<file path="src/sv/bmmd_pkg.sv">
// Shared types, constants and helpers for the banked memory map decoder.
package bmmd_pkg;

  // Default bank counts
  localparam int unsigned RAM_BANK_COUNT_DEF = 256;
  localparam int unsigned ROM_BANK_COUNT_DEF = 256;

  // Window sizes and offset widths
  localparam int unsigned RAM_WIN   = 8192;
  localparam int unsigned ROM_WIN   = 16384;
  localparam int unsigned RAM_OFF_W = 13;
  localparam int unsigned ROM_OFF_W = 14;

  // Widest memory index: 256 ROM banks of 16KB
  localparam int unsigned IDX_W = 22;

  // Bus operation codes
  localparam logic [1:0] OP_READ  = 2'd0;
  localparam logic [1:0] OP_WRITE = 2'd1;
  localparam logic [1:0] OP_LOAD  = 2'd2;

  // Console input port address
  localparam logic [15:0] CONS_IN_ADDR = 16'h6000;

  // Action the back end carries out
  typedef enum logic [2:0] {
    ACT_NONE,
    ACT_CONS_IN,
    ACT_CONS_OUT,
    ACT_FRAM,
    ACT_BRAM,
    ACT_FROM,
    ACT_BROM
  } act_t;

  // Classified access handed from front to back
  typedef struct packed {
    act_t             act;
    logic             we;
    logic [IDX_W-1:0] idx;
    logic [7:0]       data;
  } cmd_t;

  // Reduce a bank number modulo n by restoring compare and subtract
  function automatic logic [7:0] bank_mod(logic [7:0] v, int unsigned n);
    logic [15:0] r;
    r = {8'd0, v};
    for (int k = 7; k >= 0; k--) begin
      if (r >= 16'(n << k)) begin
        r = r - 16'(n << k);
      end
    end
    return r[7:0];
  endfunction

endpackage

</file>
<file path="src/sv/bmmd_fifo.sv">
// Two-entry command queue between the front end and the back end.
module bmmd_fifo (
  input  logic           clk,
  input  logic           rst,
  input  logic           push,
  input  bmmd_pkg::cmd_t push_cmd,
  input  logic           pop,
  output bmmd_pkg::cmd_t head,
  output logic           empty,
  output logic           full
);

  bmmd_pkg::cmd_t slots [2];
  logic           wptr;
  logic           rptr;
  logic [1:0]     count;

  assign empty = (count == 2'd0);
  assign full  = (count == 2'd2);
  assign head  = slots[rptr];

  // Store pushed commands
  always_ff @(posedge clk) begin
    if (push) begin
      slots[wptr] <= push_cmd;
    end
  end

  // Advance pointers and occupancy
  always_ff @(posedge clk) begin
    if (rst) begin
      wptr  <= 1'b0;
      rptr  <= 1'b0;
      count <= 2'd0;
    end else begin
      if (push) begin
        wptr <= ~wptr;
      end
      if (pop) begin
        rptr <= ~rptr;
      end
      count <= count + 2'(push) - 2'(pop);
    end
  end

  a_no_overflow: assert property (@(posedge clk) disable iff (rst)
    push |-> !full) else $error("push into full queue");
  a_no_underflow: assert property (@(posedge clk) disable iff (rst)
    pop |-> !empty) else $error("pop from empty queue");
  a_count_range: assert property (@(posedge clk) disable iff (rst)
    count != 2'd3) else $error("queue count out of range");

endmodule

</file>
<file path="config.mk">
export PLATFORM = sky130hd
export DESIGN_NAME = bmmd_fifo
export DESIGN_NICKNAME = d
export VERILOG_FILES = /design/src/sv/bmmd_pkg.sv /design/src/sv/bmmd_fifo.sv
export SDC_FILE = /design/constraint.sdc
export NUM_CORES = 1
export LEC_CHECK = 0
export BUFFER_PORTS_ARGS = -buffer_cell sky130_fd_sc_hd__buf_2
export CORE_UTILIZATION = 40
export CTS_CLUSTER_DIAMETER = 60
export CTS_CLUSTER_SIZE = 20
export DETAILED_ROUTE_END_ITERATION = 10
export GPL_TIMING_DRIVEN = 0
export HOLD_SLACK_MARGIN = 0.12
export PLACE_DENSITY = 0.61
export SYNTH_ARGS = -nofsm -noshare
export SYNTH_HDL_FRONTEND = slang
export SYNTH_SLANG_ARGS = --single-unit
</file>
<file path="constraint.sdc">
create_clock -name clk -period 2.8 [get_ports clk]
set_input_delay 0.56 -clock clk [delete_from_list [all_inputs] [get_ports clk]]
set_output_delay 0.56 -clock clk [all_outputs]
set_load 0.03 [all_outputs]
</file>
==> flow_metrics.env, run 1 <==
export IMPL_status="completed"
export IMPL_ys_ff_latch=73
export IMPL_netSwitchingFraction_pct=24.7
export IMPL_cts_root_buf="clkbuf_8"
export IMPL_crit_path_end_kind="output port"
export IMPL_max_slew_margin_rel_pct=43.5
export IMPL_gp_congestion=0.671
export IMPL_routed_wl_um=4190
export IMPL_fin_nets=252
export IMPL_finalSetupViolCount=0
export IMPL_final_common_cell="buf_2"
export IMPL_routed_via_density=4.33
export IMPL_core_um2=6790
export IMPL_total_power_uw=2480
export IMPL_clock_power_share_pct=30.1
export IMPL_clockBufferDepth=2
export IMPL_fin_worst_skew_ps=6.40
export IMPL_hold_path_class="in -> reg"
export IMPL_worstPathRequired_ps=2240
export IMPL_switching_power_uw=613
export IMPL_synth_fa_ha_area_share_pct=0.886
export IMPL_area_delta_synth_final_pct=24.8
export IMPL_fmaxAchievable_mhz=499
export IMPL_fin_tns_setup_ps=0
export IMPL_synth_compound_area_share_pct=0
export IMPL_p_leak_uw=0.00141
export IMPL_critPathLaunchType="flip-flop"
export IMPL_grt_max_degree=35
export IMPL_grt_pass1_wl_um=6420
export IMPL_stdcell_count=313
export IMPL_arrival_ps=1450
export IMPL_syn_nets=167
export IMPL_cts_buffers=9
export IMPL_hold_buffers=0
export IMPL_dieWidth_um=86.0
export IMPL_dieArea_um2=7400
export IMPL_placedCellCount=297
export IMPL_cts_tree="yes"
export IMPL_antenna_cells=0
export IMPL_utilization_pct=51.9
export IMPL_internal_power_uw=1870
export IMPL_clock_latency_ps=330
export IMPL_seqPwrFrac_pct=52.2
export IMPL_yosysSeqAreaShare_pct=75.8
export IMPL_mostFrequentLayoutCells="buf_2 (73), edfxtp_1 (68), mux2_4 (30)"
export IMPL_cts_resized=0
export IMPL_netlist_instances=127
export IMPL_drt_iter0_drc=95
export IMPL_min_period_ps=2010
export IMPL_grt_antenna_before_repair=0
export IMPL_hold_viol=0
export IMPL_synth_top_family_by_area="multiplexers"
export IMPL_crit_fanout=10
export IMPL_powerDensity_nw_per_um2=703
export IMPL_final_cell_area_um2=3520
export IMPL_yosysWarnings=0
export IMPL_globalRoute_totalOverflow=0
export IMPL_io_buffers=73
export IMPL_synth_xor_area_share_pct=1.42
export IMPL_synth_cell_type_count=13
export IMPL_start_util_pct=41.6
export IMPL_placed_area_um2=3350
export IMPL_routedWlPerCell_um=13.4
export IMPL_rsz0062_at_grt="false"
export IMPL_muxShareOfSynthArea_pct=17.5
export IMPL_avgSynthCellArea_um2=22.2
export IMPL_ant_nets=0
export IMPL_drive_gt1_share_pct=57.6
export IMPL_cts_setup_buffers=0
export IMPL_final_max_slew_violation_count=0
export IMPL_num_vias=1354
export IMPL_clkTransAtPathRegs_ps=70
export IMPL_dp_hpwl_um=2820
export IMPL_first_pass_iters=4
export IMPL_fp_dieH_um=86.0
export IMPL_maxCapViolations=0
export IMPL_grt_pass1_vias=1385
export IMPL_tightest_slew_ps=848
export IMPL_io_pins=74
export IMPL_std_cell_rows=30
export IMPL_post_route_period_util_pct=71.6
export IMPL_synthesis_area_um2=2830
export IMPL_drc=0
export IMPL_grt_util_all_layers_pct=12.1
export IMPL_cts_htree_levels=3
export IMPL_yosys_area_share_simple_pct=1.55
export IMPL_clock_sinks=73
export IMPL_crit_type="reg -> out"
export IMPL_vdd_drop_max_mv=0.322
export IMPL_combPwrFrac_pct=17.7
==> worst max-delay path, stage by stage, from the launching register on <==
cell     delay (ps)
dfxtp_1         320
buf_6           160
buf_12          160
mux2_4          300
buf_2           180
==> final cells by class <==
type	count	area [um^2]
clock buffers	11	131
multi-input cells	48	613
plain buffers	4	71.3
inverters	2	7.51
repair buffers	74	393
clock inverters	5	46.3
fillers	561	3270
well taps	96	120
flip-flops and latches	73	2140
==> registers in the layout, indices dropped and copies added (netlist names), named ones only <==
name,count
count,2
slots,68
rptr,1
wptr,1
==> cells by family (layout without fill, tap and decap cells) <==
logic type | Yosys count | in the layout
xor gates and xnor gates | 3 | 3
and+or+nand+nor | 9 | 9
adders and majority gates | 2 | 2
buffers and inverters | 6 | 96
DFF | 73 | 73
muxes | 34 | 34
==> worst paths after layout <==
kind | end | cells after the start | slack, ps | from
worst max-delay path | head[8] | 4 | 790 | flip-flop
worst min-delay path | slots[0][9]$_DFFE_PP_ | 1 | 410 | push_cmd[9]
worst max register to register | slots[1][14]$_DFFE_PP_ | 1 | 1280 | wptr$_SDFFE_PP0P_
worst min register to register | flip-flop | 2 | 520 | rptr$_SDFFE_PP0P_
==> power groups by stage <==
stage	combinational, uW	clock [uW]	sequential, uW
floorplan	323	0	1310
detailed placement	445	0	1320
finish	438	747	1290
global placement	433	0	1320
global route	468	826	1300
CTS	446	769	1290
==> per-layer routing <==
metal  GRT usage (%)  part of all wire (%)  vias up  wire length [um]
li1                -                     -      658                 -
met1            13.7                    42      639              1780
met2            19.2                    50       47              2080
met3            5.49                   5.5       10               229
met4            6.36                   2.4        0               100
met5               0                     0        -                 0
==> cells in the mapped netlist, drive strengths merged <==
master	n	area (um^2)
and2	1	6.26
buf	4	71.3
dfxtp	5	100
edfxtp	68	2040
ha	2	25.0
inv	2	7.51
mux2	34	495
nor2	5	18.8
nor2b	3	18.8
xnor2	2	17.5
xnor3	1	22.5
==> per-stage QoR <==
step | hold WS (ps) | worst slack, ps
6_report | 411 | 794
3_3_place_gp | 494 | -811
3_5_place_dp | 503 | 945
5_1_grt | 377 | 712
2_1_floorplan | 480 | 278
4_1_cts | 394 | 762
Power figures use the tool's default switching activity.
==> run 2, diff against run 1 <==
--- a/config.mk
+++ b/config.mk
@@ -12,7 +12,7 @@
 export DETAILED_ROUTE_END_ITERATION = 10
 export GPL_TIMING_DRIVEN = 0
 export HOLD_SLACK_MARGIN = 0.12
-export PLACE_DENSITY = 0.61
+export PLACE_DENSITY = 0.64
 export SYNTH_ARGS = -nofsm -noshare
 export SYNTH_HDL_FRONTEND = slang
 export SYNTH_SLANG_ARGS = --single-unit
==> constraint.sdc (replaced) <==
create_clock -name clk -period 1.63 [get_ports clk]
set_input_delay 0.326 -clock clk [delete_from_list [all_inputs] [get_ports clk]]
set_output_delay 0.326 -clock clk [all_outputs]
set_load 0.03 [all_outputs]
==> run 2 against run 1 <==
Register-to-register slack worse by 1100 ps. Final cell count up 0.64%. Sequential power is 73% higher. Design area rose by 8.0%. Core utilization increased by 4.1 points. The run now ends with negative setup slack left.
==> flow_metrics.env, run 2 (synthesis results as in run 1) <==
export IMPL_maxCapViolations=0
export IMPL_gp_congestion=0.629
export IMPL_status="finished, violations left"
export IMPL_pre_cts_slack_ps=-98.4
export IMPL_post_route_period_util_pct=107
export IMPL_max_slew_margin_rel_pct=63.9
export IMPL_drive_gt1_share_pct=59.8
export IMPL_min_period_ps=1740
export IMPL_cts_htree_levels=3
export IMPL_final_common_cell="edfxtp_1"
export IMPL_std_cell_rows=30
export IMPL_p_leak_uw=0.00152
export IMPL_crit_fanout=10
export IMPL_critPathLaunchType="flip-flop"
export IMPL_stdcell_count=315
export IMPL_worstPathRequired_ps=1300
export IMPL_hold_path_class="in -> reg"
export IMPL_placedCellCount=296
export IMPL_dieArea_um2=7400
export IMPL_largest_reg_flops=68
export IMPL_core_um2=6790
export IMPL_routedWlPerCell_um=14.4
export IMPL_top_register="slots"
export IMPL_routed_via_density=4.38
export IMPL_finalSetupViolCount=34
export IMPL_fmaxAchievable_mhz=576
export IMPL_ant_nets=0
export IMPL_start_util_pct=41.6
export IMPL_grt_pass1_wl_um=7200
export IMPL_cts_buffers=9
export IMPL_crit_type="reg -> out"
export IMPL_setup_ws_ps=-107
export IMPL_vdd_drop_max_mv=0.734
export IMPL_mostFrequentLayoutCells="edfxtp_1 (68), buf_2 (39), mux2_4 (34), buf_6 (34), clkbuf_8 (9)"
export IMPL_first_pass_iters=4
export IMPL_cts_tree="yes"
export IMPL_grt_util_all_layers_pct=13.6
export IMPL_io_pins=74
export IMPL_arrival_ps=1410
export IMPL_area_delta_synth_final_pct=34.7
export IMPL_clockBufferDepth=2
export IMPL_powerDensity_nw_per_um2=1210
export IMPL_antenna_cells=0
export IMPL_fp_dieH_um=86.0
export IMPL_dp_hpwl_um=2780
export IMPL_io_buffers=73
export IMPL_clkTransAtPathRegs_ps=70
export IMPL_cts_root_buf="clkbuf_8"
export IMPL_hold_buffers=0
export IMPL_dieWidth_um=86.0
export IMPL_tightest_slew_ps=540
export IMPL_grt_pass1_vias=1497
export IMPL_use_met1_pct=14.2
export IMPL_grt_max_degree=35
export IMPL_drc=0
export IMPL_routed_wl_um=4540
export IMPL_grt_antenna_before_repair=0
export IMPL_fin_nets=254
export IMPL_fin_worst_skew_ps=7.21
export IMPL_crit_path_end_kind="output port"
export IMPL_rsz0062_at_grt="true"
export IMPL_reg_top3="slots (68), count (2)"
export IMPL_use_met3_pct=4.62
export IMPL_clock_latency_ps=330
export IMPL_grt_busiest_layer="met2"
export IMPL_globalRoute_totalOverflow=0
export IMPL_num_vias=1381
export IMPL_grt_use_met2_pct=23.0
export IMPL_final_max_slew_violation_count=0
export IMPL_clock_sinks=73
export IMPL_violations="negative setup slack"
export IMPL_drt_iter0_drc=51
export IMPL_holdWs_ps=173
export IMPL_hold_viol=0
==> run 2: power breakdown <==
part,switching [uW],internal [uW]
logic,453,452
clock network,625,854
registers,41.9,2180
total,1120,3490
==> run 2: repair_timing <==
action                     4_1_cts  5_1_grt
setup endpoints to repair       34       94
resized for setup               72        4
buffers inserted                 1        1
gates cloned                     0        1
==> run 2: layer usage <==
| layer | vias up | share of wire [%] |
|---|---|---|
| li1 | 667 | - |
| met1 | 656 | 40 |
| met2 | 49 | 53 |
| met3 | 9 | 5.5 |
| met4 | 0 | 1.9 |
| met5 | - | 0 |
==> run 2: critical path, cell delays in order (launching register included) <==
cell	delay [ps]
dfxtp_2	330
buf_8	130
buf_12	150
mux2_4	310
buf_6	140
==> run 2: worst paths after layout <==
kind / from / to / slack (ps) / depth (start not counted)
max: flip-flop / head[24] / -110 / 4
min: push_cmd[9] / slots[1][9]$_DFFE_PP_ / 170 / 1
max reg2reg: wptr$_SDFFE_PP0P_ / slots[1][19]$_DFFE_PP_ / 210 / 1
min reg2reg: rptr$_SDFFE_PP0P_ / flip-flop / 520 / 2
==> run 2: metrics by stage <==
step                total power, uW  TNS, ps  util, %  area (um^2)
floorplan                      2810     -607        -         2830
global placement               3000   -20680     48.8         3320
detailed placement             3020    -3270     48.9         3320
CTS                            4650    -3940     55.6         3770
global route                   4810    -5340     56.0         3800
finish                         4610    -3170     56.0         3800
==> run 2: layout make-up <==
type                    count  area (um^2)
flip-flops and latches     73         2140
multi-input cells          49          643
well taps                  96          120
clock buffers              10          128
inverters                   2         7.51
fillers                   548         2990
clock inverters             6         82.6
repair buffers             75          606
plain buffers               4         75.1
