## src/sv/bmmd_pkg.sv

```systemverilog
// Shared types, constants and helpers for the banked memory map decoder.
package bmmd_pkg;

  // Default bank counts
  localparam int unsigned RAM_BANK_COUNT_DEF = 256;
  localparam int unsigned ROM_BANK_COUNT_DEF = 256;

  // Window sizes and offset widths
  localparam int unsigned RAM_WIN   = 8192;
  localparam int unsigned ROM_WIN   = 16384;
  localparam int unsigned RAM_OFF_W = 13;
  localparam int unsigned ROM_OFF_W = 14;

  // Widest memory index: 256 ROM banks of 16KB
  localparam int unsigned IDX_W = 22;

  // Bus operation codes
  localparam logic [1:0] OP_READ  = 2'd0;
  localparam logic [1:0] OP_WRITE = 2'd1;
  localparam logic [1:0] OP_LOAD  = 2'd2;

  // Console input port address
  localparam logic [15:0] CONS_IN_ADDR = 16'h6000;

  // Action the back end carries out
  typedef enum logic [2:0] {
    ACT_NONE,
    ACT_CONS_IN,
    ACT_CONS_OUT,
    ACT_FRAM,
    ACT_BRAM,
    ACT_FROM,
    ACT_BROM
  } act_t;

  // Classified access handed from front to back
  typedef struct packed {
    act_t             act;
    logic             we;
    logic [IDX_W-1:0] idx;
    logic [7:0]       data;
  } cmd_t;

  // Reduce a bank number modulo n by restoring compare and subtract
  function automatic logic [7:0] bank_mod(logic [7:0] v, int unsigned n);
    logic [15:0] r;
    r = {8'd0, v};
    for (int k = 7; k >= 0; k--) begin
      if (r >= 16'(n << k)) begin
        r = r - 16'(n << k);
      end
    end
    return r[7:0];
  endfunction

endpackage

```

## src/sv/bmmd_front.sv

```systemverilog
// Front end: accepts bus accesses, tracks bank selects and classifies each access.
module bmmd_front #(
  parameter int unsigned RAM_BANK_COUNT = bmmd_pkg::RAM_BANK_COUNT_DEF,
  parameter int unsigned ROM_BANK_COUNT = bmmd_pkg::ROM_BANK_COUNT_DEF
) (
  input  logic               clk,
  input  logic               rst,
  input  logic               req_valid,
  output logic               req_stall,
  input  logic [1:0]         operation,
  input  logic [15:0]        address,
  input  logic [7:0]         write_data,
  input  logic [7:0]         console_in,
  input  logic               q_full,
  output logic               push,
  output bmmd_pkg::cmd_t     push_cmd
);

  localparam int unsigned RAM_BANK_W = (RAM_BANK_COUNT > 1) ? $clog2(RAM_BANK_COUNT) : 1;
  localparam int unsigned ROM_BANK_W = (ROM_BANK_COUNT > 1) ? $clog2(ROM_BANK_COUNT) : 1;

  logic [RAM_BANK_W-1:0] ram_bank;
  logic [ROM_BANK_W-1:0] rom_bank;
  logic [RAM_BANK_W-1:0] ram_bank_next;
  logic [ROM_BANK_W-1:0] rom_bank_next;
  bmmd_pkg::cmd_t        cmd;

  assign req_stall = q_full;
  assign push      = req_valid && !q_full;
  assign push_cmd  = cmd;

  // Classify the access by operation and address region
  always_comb begin
    cmd           = '0;
    cmd.act       = bmmd_pkg::ACT_NONE;
    cmd.data      = write_data;
    ram_bank_next = ram_bank;
    rom_bank_next = rom_bank;
    case (operation)
      bmmd_pkg::OP_READ: begin
        case (address[15:13])
          3'b000: begin
            cmd.act = bmmd_pkg::ACT_FRAM;
            cmd.idx = bmmd_pkg::IDX_W'(address[12:0]);
          end
          3'b001: begin
            cmd.act = bmmd_pkg::ACT_BRAM;
            cmd.idx = bmmd_pkg::IDX_W'({ram_bank, address[12:0]});
          end
          3'b010, 3'b011: begin
            if (address == bmmd_pkg::CONS_IN_ADDR) begin
              cmd.act  = bmmd_pkg::ACT_CONS_IN;
              cmd.data = console_in;
            end
          end
          3'b100, 3'b101: begin
            cmd.act = bmmd_pkg::ACT_BROM;
            cmd.idx = bmmd_pkg::IDX_W'({rom_bank, address[13:0]});
          end
          default: begin
            cmd.act = bmmd_pkg::ACT_FROM;
            cmd.idx = bmmd_pkg::IDX_W'(address[13:0]);
          end
        endcase
      end
      bmmd_pkg::OP_WRITE: begin
        cmd.we = 1'b1;
        case (address[15:13])
          3'b000: begin
            cmd.act = bmmd_pkg::ACT_FRAM;
            cmd.idx = bmmd_pkg::IDX_W'(address[12:0]);
          end
          3'b001: begin
            cmd.act = bmmd_pkg::ACT_BRAM;
            cmd.idx = bmmd_pkg::IDX_W'({ram_bank, address[12:0]});
          end
          3'b010, 3'b011: begin
            if (!address[0]) begin
              cmd.act = bmmd_pkg::ACT_CONS_OUT;
            end else begin
              ram_bank_next = RAM_BANK_W'(bmmd_pkg::bank_mod(write_data, RAM_BANK_COUNT));
            end
          end
          default: begin
            rom_bank_next = ROM_BANK_W'(bmmd_pkg::bank_mod(write_data, ROM_BANK_COUNT));
          end
        endcase
      end
      bmmd_pkg::OP_LOAD: begin
        cmd.we = 1'b1;
        if (address[15:14] == 2'b11) begin
          cmd.act = bmmd_pkg::ACT_FROM;
          cmd.idx = bmmd_pkg::IDX_W'(address[13:0]);
        end else if (address[15]) begin
          cmd.act = bmmd_pkg::ACT_BROM;
          cmd.idx = bmmd_pkg::IDX_W'({rom_bank, address[13:0]});
        end
      end
      default: begin
        cmd.act = bmmd_pkg::ACT_NONE;
      end
    endcase
  end

  // Update bank selects on each transfer
  always_ff @(posedge clk) begin
    if (rst) begin
      ram_bank <= '0;
      rom_bank <= '0;
    end else if (push) begin
      ram_bank <= ram_bank_next;
      rom_bank <= rom_bank_next;
    end
  end

  // Bank selects stay below their counts
  a_ram_bank_range: assert property (@(posedge clk) disable iff (rst)
    32'(ram_bank) < RAM_BANK_COUNT) else $error("RAM bank out of range");
  a_rom_bank_range: assert property (@(posedge clk) disable iff (rst)
    32'(rom_bank) < ROM_BANK_COUNT) else $error("ROM bank out of range");
  a_bank_hold: assert property (@(posedge clk) disable iff (rst)
    !push |=> $stable(ram_bank) && $stable(rom_bank)) else $error("bank changed without transfer");

endmodule

```

## config.mk

```make
export PLATFORM = sky130hd
export DESIGN_NAME = bmmd_front
export DESIGN_NICKNAME = d
export VERILOG_FILES = /design/src/sv/bmmd_pkg.sv /design/src/sv/bmmd_front.sv
export SDC_FILE = /design/constraint.sdc
export NUM_CORES = 1
export LEC_CHECK = 0
export ABC_AREA = 1
export BUFFER_PORTS_ARGS = -buffer_cell sky130_fd_sc_hd__buf_4
export CORE_MARGIN = 1.5
export CORE_UTILIZATION = 45
export DETAILED_ROUTE_END_ITERATION = 10
export GPL_TIMING_DRIVEN = 0
export PLACE_DENSITY = 0.86
export SYNTH_ARGS = -nofsm -noshare
export SYNTH_HDL_FRONTEND = slang
export SYNTH_SLANG_ARGS = --single-unit
export TNS_END_PERCENT = 50
```

## constraint.sdc

```tcl
create_clock -name clk -period 1.15 [get_ports clk]
set_input_delay 0 -clock clk [delete_from_list [all_inputs] [get_ports clk]]
set_output_delay 0 -clock clk [all_outputs]
set_load 0.02 [all_outputs]
```

==> results of run 1 <==
## where the power goes
part | total [mW] | internal [mW] | switching, mW
Clock | 0.398 | 0.193 | 0.204
Combinational | 0.707 | 0.325 | 0.382
Sequential | 0.567 | 0.559 | 0.00841
Total | 1.67 | 1.08 | 0.595
## cells by family (layout without fill, tap and decap cells)
family | count (synthesis) | in the layout | synth area share
compound gates | 40 | 40 | 0.170
buf+inv | 53 | 148 | 0.159
simple gates | 132 | 133 | 0.403
flops | 16 | 16 | 0.232
fa+ha+maj | 4 | 4 | 0.0363
## stage by stage
stage	TNS, ns	instances	area, sq um	hold slack (ns)
global route	-1.97	372	2540	0.0738
global placement	-7.37	348	1960	0.269
finish	-0.613	372	2540	0.0617
detailed placement	-8.41	348	1960	0.277
floorplan	-0.788	245	1380	0.101
CTS	-0.0167	367	2260	0.0264
## worst reg2reg max path: cells and delay by family, from the launching register on
kind             cells  cell delay (ns)
AND/OR/NAND/NOR      2             0.23
flip-flops           1             0.38
## cell type report
cell class	instances	area [sq um]	share of cell area
plain buffers	7	72.6	0.0285
flip-flops and latches	16	338	0.133
multi-input cells	177	1060	0.417
clock buffers	4	36.3	0.0143
inverters	43	183	0.0718
well taps	31	38.8	0.0152
repair buffers	94	816	0.321
## cells in the final DEF (no fill, tap or decap), types with 2 or more instances in the layout
| cell | count |
|---|---|
| a21oi_1 | 8 |
| buf_6 | 17 |
| nand2_1 | 42 |
| o21ai_0 | 16 |
| buf_4 | 71 |
| o21ai_4 | 7 |
| o21ai_2 | 4 |
| nand3_1 | 9 |
| dfxtp_4 | 2 |
| ha_4 | 3 |
| nor2_2 | 10 |
| inv_2 | 7 |
| buf_12 | 2 |
| nor2_1 | 48 |
| dfxtp_1 | 6 |
| dfxtp_2 | 8 |
| inv_1 | 33 |
| a21oi_2 | 4 |
| nand2_2 | 9 |
| nor2_4 | 7 |
| nand3_2 | 4 |
| clkbuf_4 | 3 |
| dlygate4sd3_1 | 8 |
## Yosys cell counts
master and n:
nor3_1 1, buf_2 3, a21oi_2 1, or2_2 1, dfxtp_1 16, nor2_2 1
nand3_4 1, clkbuf_1 3, nor2_1 61, o21ai_1 1, clkbuf_2 1, inv_2 2
nor2_4 2, ha_1 4, a21oi_1 11, buf_6 1, nand3_1 13, nand4_2 1
inv_1 41, nand2_1 51, o21ai_2 8, buf_4 2, o21ai_0 19
## layer usage
| layer | vias to the layer above | share of wire | GRT usage |
|---|---|---|---|
| li1 | 940 | - | - |
| met3 | 33 | 0.096 | 0.0286 |
| met2 | 173 | 0.50 | 0.486 |
| met1 | 947 | 0.37 | 0.363 |
| met5 | - | 0 | 0 |
| met4 | 0 | 0.036 | 0.110 |
## worst max-delay path by stage
stage	from	endpoint
finish	operation[0]	push_cmd[1]
global route	operation[0]	push_cmd[1]
CTS	operation[1]	push_cmd[18]
detailed placement	operation[0]	push_cmd[15]
global placement	operation[0]	push_cmd[17]
floorplan	operation[1]	push_cmd[10]
## repair_timing
action                                 in CTS  in global routing
resized for setup                          38                 75
setup buffers                               8                  4
pin swaps                                   4                 13
endpoints found under the hold margin      13                  0
cloned                                      1                  2
hold buffers                                8                  0
setup endpoints to repair                  31                 39
## state kept, by name, summed over array words and instances (netlist names)
signal and flops:
ram_bank 8, rom_bank 8
==> flow_metrics.tcl, run 1 <==
set metrics [dict create \
    track_usage 0.283 \
    final.min_clock_period_ns 1.22 \
    yosys_warnings 0 \
    wl_per_cell_um 17.2 \
    drcViolationCount 0 \
    hpwl_mm 3.04 \
    worst-slew-pin-transition_ns 0.385 \
    max_freq_ghz 0.817 \
    num_rows 19 \
    final_nets 384 \
    synth_top_cell_by_area "dfxtp_1" \
    final.setup_skew_ns 0 \
    synth-seq-area-share 0.232 \
    worst_slack_ns -0.0746 \
    worstPathRequired_ns 1.15 \
    reg2reg_depth 2 \
    syn-num-nets 287 \
    syn_to_final_growth_pct 84.6 \
    netlist_area_sq_mm 0.00138 \
    cp_top_family "buffers and inverters" \
    dieArea_sq_mm 0.00341 \
    cts_tree "built" \
    synth_area_leaders "dfxtp_1, nor2_1, nand2_1" \
    fillers 126 \
    dr.pass1.iters 5 \
    cts_made_buffers 3 \
    detail-route-antenna-nets 0 \
    ff2ff_setup_slack_ns 0.44 \
    rsz0062_at_grt "true" \
    violations "negative setup slack" \
    grt_pass1_wl_mm 7.51 \
    power.density_mw_per_mm2 657 \
    max_slew_margin 0.743 \
    min_from "rst" \
    drive_gt1_frac 0.493 \
    p_leak_nw 1.24 \
    diodes 0 \
    vias 2093 \
    ys_ff_latch 16 \
    wirelength_mm 6.38 \
    numClockSinks 16 \
    pre_cts_slack_ns -0.343 \
    fin_util 0.900 \
    setup.worst_path.start_class "input port" \
    hold_end "ram_bank[4]$_SDFFE_PP0P_" \
    gp_congestion 0.857 \
    reg2reg_from "ram_bank[5]$_SDFFE_PP0P_" \
    slowest_delay_ns 0.18 \
    clk_pin_slew_ns 0.10 \
    maxCapViolCount 0 \
    p_total_mw 1.67 \
    critPathArrivalTime_ns 1.22 \
    vias_per_cell 5.63 \
    h-tree-depth 1 \
    path_buf_inv 5 \
    syn_inst 245 \
    vdd_ir_drop_max_mv 0.657 \
    finalHoldViolCount 0 \
    cts_buffer_depth 2 \
    die_w_um 58.4 \
    grt_pass1_vias 1745 \
    crit_chain "buf_12 -> clkinv_8 -> ha_4 -> inv_2 -> nor2_2 -> nand2_2 -> nor2_4 -> nand3_4 -> buf_12 -> o21ai_4 -> buf_6" \
    r2r_end "ram_bank[5]$_SDFFE_PP0P_" \
    cp_slowest_cell "buf_12" \
    start_util 0.487 \
    port_buffers 72 \
    post-synth-top-area-fraction 0.232 \
    crit_type "input port to output pin" \
    setup-violations-final 15 \
    drv_slew 0 \
    synth.avg_cell_area_sq_um 5.63 \
    outcome "complete, but fails checks" \
    path_max_fanout 5 \
    cp-end-kind "output pin" \
    boundaryPins 74 \
    core_sq_mm 0.00283 \
    drt_iter0_drc 340 \
    antenna_found_initial 0 \
    grt_overflow 0 \
    clkLatencyLatePin_ns 0.29 \
    yosys.cell_types.count 23 \
    die_h_um 58.4 \
    cp_num_cells 11 \
    crit_top_cell "buf_12" \
    cts_root_buffer "clkbuf_4" \
    grt_max_degree 11 \
    fin_crit_sh 1.06 \
    min_path_cells 4 \
    hold_path.class "input port to register" \
]
Power figures use the tool's default switching activity.
==> run 2, diff against run 1 <==
- CORE_UTILIZATION: 45 -> 40
- PLACE_DENSITY: 0.86 -> 0.79
==> run 2 against run 1 <==
Effect of this change: the flow still finishes with violations (negative setup slack); combinational power is 7.5% lower; worst setup slack worse by 0.032 ns; cell count is 2.7% higher; non-clock buffer count is 5 lower; first-iteration DRC count is 81% lower; core utilization is 15 points lower; sequential power hardly changed; critical endpoint is now push_cmd[13]; largest power group unchanged.
==> flow_metrics.tcl, run 2 (synthesis results as in run 1) <==
set metrics [dict create \
    outcome "complete, but fails checks" \
    violations "negative setup slack" \
    finalHoldViolCount 0 \
    grt_max_degree 11 \
    wirelength_mm 4.81 \
    fillers 249 \
    drt_iter0_drc 64 \
    die_h_um 61.7 \
    die_w_um 61.7 \
    worstPathRequired_ns 1.15 \
    syn_to_final_growth_pct 81.1 \
    reg2reg_from "rom_bank[4]$_SDFFE_PP0P_" \
    final_common_cell "buf_4" \
    wl_per_cell_um 12.6 \
    vias_per_cell 4.89 \
    path_buf_inv 5 \
    crit_type "input port to output pin" \
    hpwl_mm 3.07 \
    reg2reg_depth 3 \
    numClockSinks 16 \
    h-tree-depth 1 \
    power.share.combinational 0.409 \
    finalInstanceArea_sq_mm 0.00250 \
    dr.pass1.iters 4 \
    cp_slowest_cell "buf_6" \
    num_rows 21 \
    clk_pin_slew_ns 0.10 \
    setup-violations-final 23 \
    max_freq_ghz 0.796 \
    seq_power_share 0.355 \
    hold_path.class "input port to register" \
    dieArea_sq_mm 0.00381 \
    diodes 0 \
    track_usage 0.231 \
    reg_top3 "ram_bank x8, rom_bank x8" \
    worst_slack_ns -0.107 \
    power_frac_clock 0.236 \
    crit_chain "buf_12 -> inv_6 -> ha_4 -> buf_4 -> nor2_1 -> o21ai_1 -> nand3_2 -> buf_6 -> nor2_2 -> buf_4" \
    clkLatencyLatePin_ns 0.29 \
    p_sw_mw 0.536 \
    final_nets 379 \
    layout_common_cells "buf_4, nor2_1, nand2_1" \
    gp_congestion 0.839 \
    worst-slew-pin-transition_ns 0.366 \
    critPathArrivalTime_ns 1.26 \
    boundaryPins 74 \
    setup.worst_path.start_class "input port" \
    final.min_clock_period_ns 1.26 \
    place_area_sq_mm 0.00198 \
    final.setup_skew_ns 0 \
    detail-route-antenna-nets 0 \
    cp-end-kind "output pin" \
    drive_gt1_frac 0.479 \
    fin_crit_sh 1.09 \
    power.density_mw_per_mm2 641 \
    drv_slew 0 \
    vdd_ir_drop_max_mv 0.623 \
    vias 1868 \
    drcViolationCount 0 \
    max_slew_margin 0.755 \
    ff2ff_setup_slack_ns 0.37 \
    min_from "rst" \
    cts_made_buffers 3 \
    min_path_cells 4 \
    path_max_fanout 10 \
    start_util 0.416 \
    p_leak_nw 1.21 \
    slowest_delay_ns 0.18 \
    finalNonFillerCells 382 \
    grt_pass1_wl_mm 6.72 \
    r2r_end "rom_bank[4]$_SDFFE_PP0P_" \
    intPower_mw 1.06 \
    swShare 0.335 \
    pre_cts_slack_ns -0.379 \
    maxCapViolCount 0 \
    dp_cells 363 \
    hold_end "rom_bank[1]$_SDFFE_PP0P_" \
    antenna_found_initial 0 \
    crit_top_cell "buf_4" \
    cp_top_family "buffers and inverters" \
    grt_pass1_vias 1591 \
    core_sq_mm 0.00331 \
    fin_hold_ws_ns 0.0366 \
    grt_overflow 0 \
    p_total_mw 1.60 \
    rsz0062_at_grt "true" \
    port_buffers 72 \
    cts_tree "built" \
    cts_buffer_depth 2 \
    cts_root_buffer "clkbuf_4" \
]
[run 2: area by class of cell]
type / count / area, sq um / area share
buffer: 7 / 62.6 / 0.0251
clock buffer: 4 / 36.3 / 0.0145
inverter: 43 / 171 / 0.0686
multi-input combinational: 177 / 1030 / 0.411
sequential: 16 / 333 / 0.133
tap: 46 / 57.6 / 0.0230
timing repair buffer: 89 / 811 / 0.325
[run 2: tightest hold or removal path, stage by stage]
cell and delay (ns):
buf_4 0.07, inv_1 0.09, o21ai_0 0.09, nor2_1 0.04
[run 2: worst max path at each step]
stage	to	cells past startpoint	slack [ns]	start
after floorplan	push_cmd[10]	10	-0.08	operation[1]
after global placement	push_cmd[10]	10	-0.34	operation[0]
after detailed placement	push_cmd[9]	10	-0.38	operation[0]
after CTS	push_cmd[31]	11	-0.11	operation[1]
after global routing	push_cmd[13]	10	-0.14	operation[0]
final	push_cmd[13]	10	-0.11	operation[0]
[run 2: metal layers]
layer / GRT usage / share of wire / wire length (um)
met5: 0 / 0 / 0
met4: 0.0729 / 0.014 / 68
met3: 0.0373 / 0.056 / 270
met2: 0.395 / 0.53 / 2540
met1: 0.299 / 0.40 / 1930
[run 2: timing repair]
action	CTS	global route
endpoints found under the setup margin	33	44
endpoints found under the hold margin	14	0
resized for setup	36	72
setup buffers	6	1
cloned	2	1
pin swaps	7	15
hold buffers	8	0
[run 2: stage by stage]
step	util	TNS (ns)
5_1_grt	0.754	-2.68
2_1_floorplan	-	-0.788
3_3_place_gp	0.597	-7.66
3_5_place_dp	0.597	-9.38
4_1_cts	0.684	-1.81
6_report	0.754	-0.927
[run 2: power groups by stage]
stage | registers [mW] | logic, mW | clock network, mW
finish | 0.569 | 0.654 | 0.378
global route | 0.570 | 0.702 | 0.407
CTS | 0.568 | 0.564 | 0.373
detailed placement | 0.580 | 0.486 | 0
global placement | 0.580 | 0.479 | 0
floorplan | 0.579 | 0.257 | 0
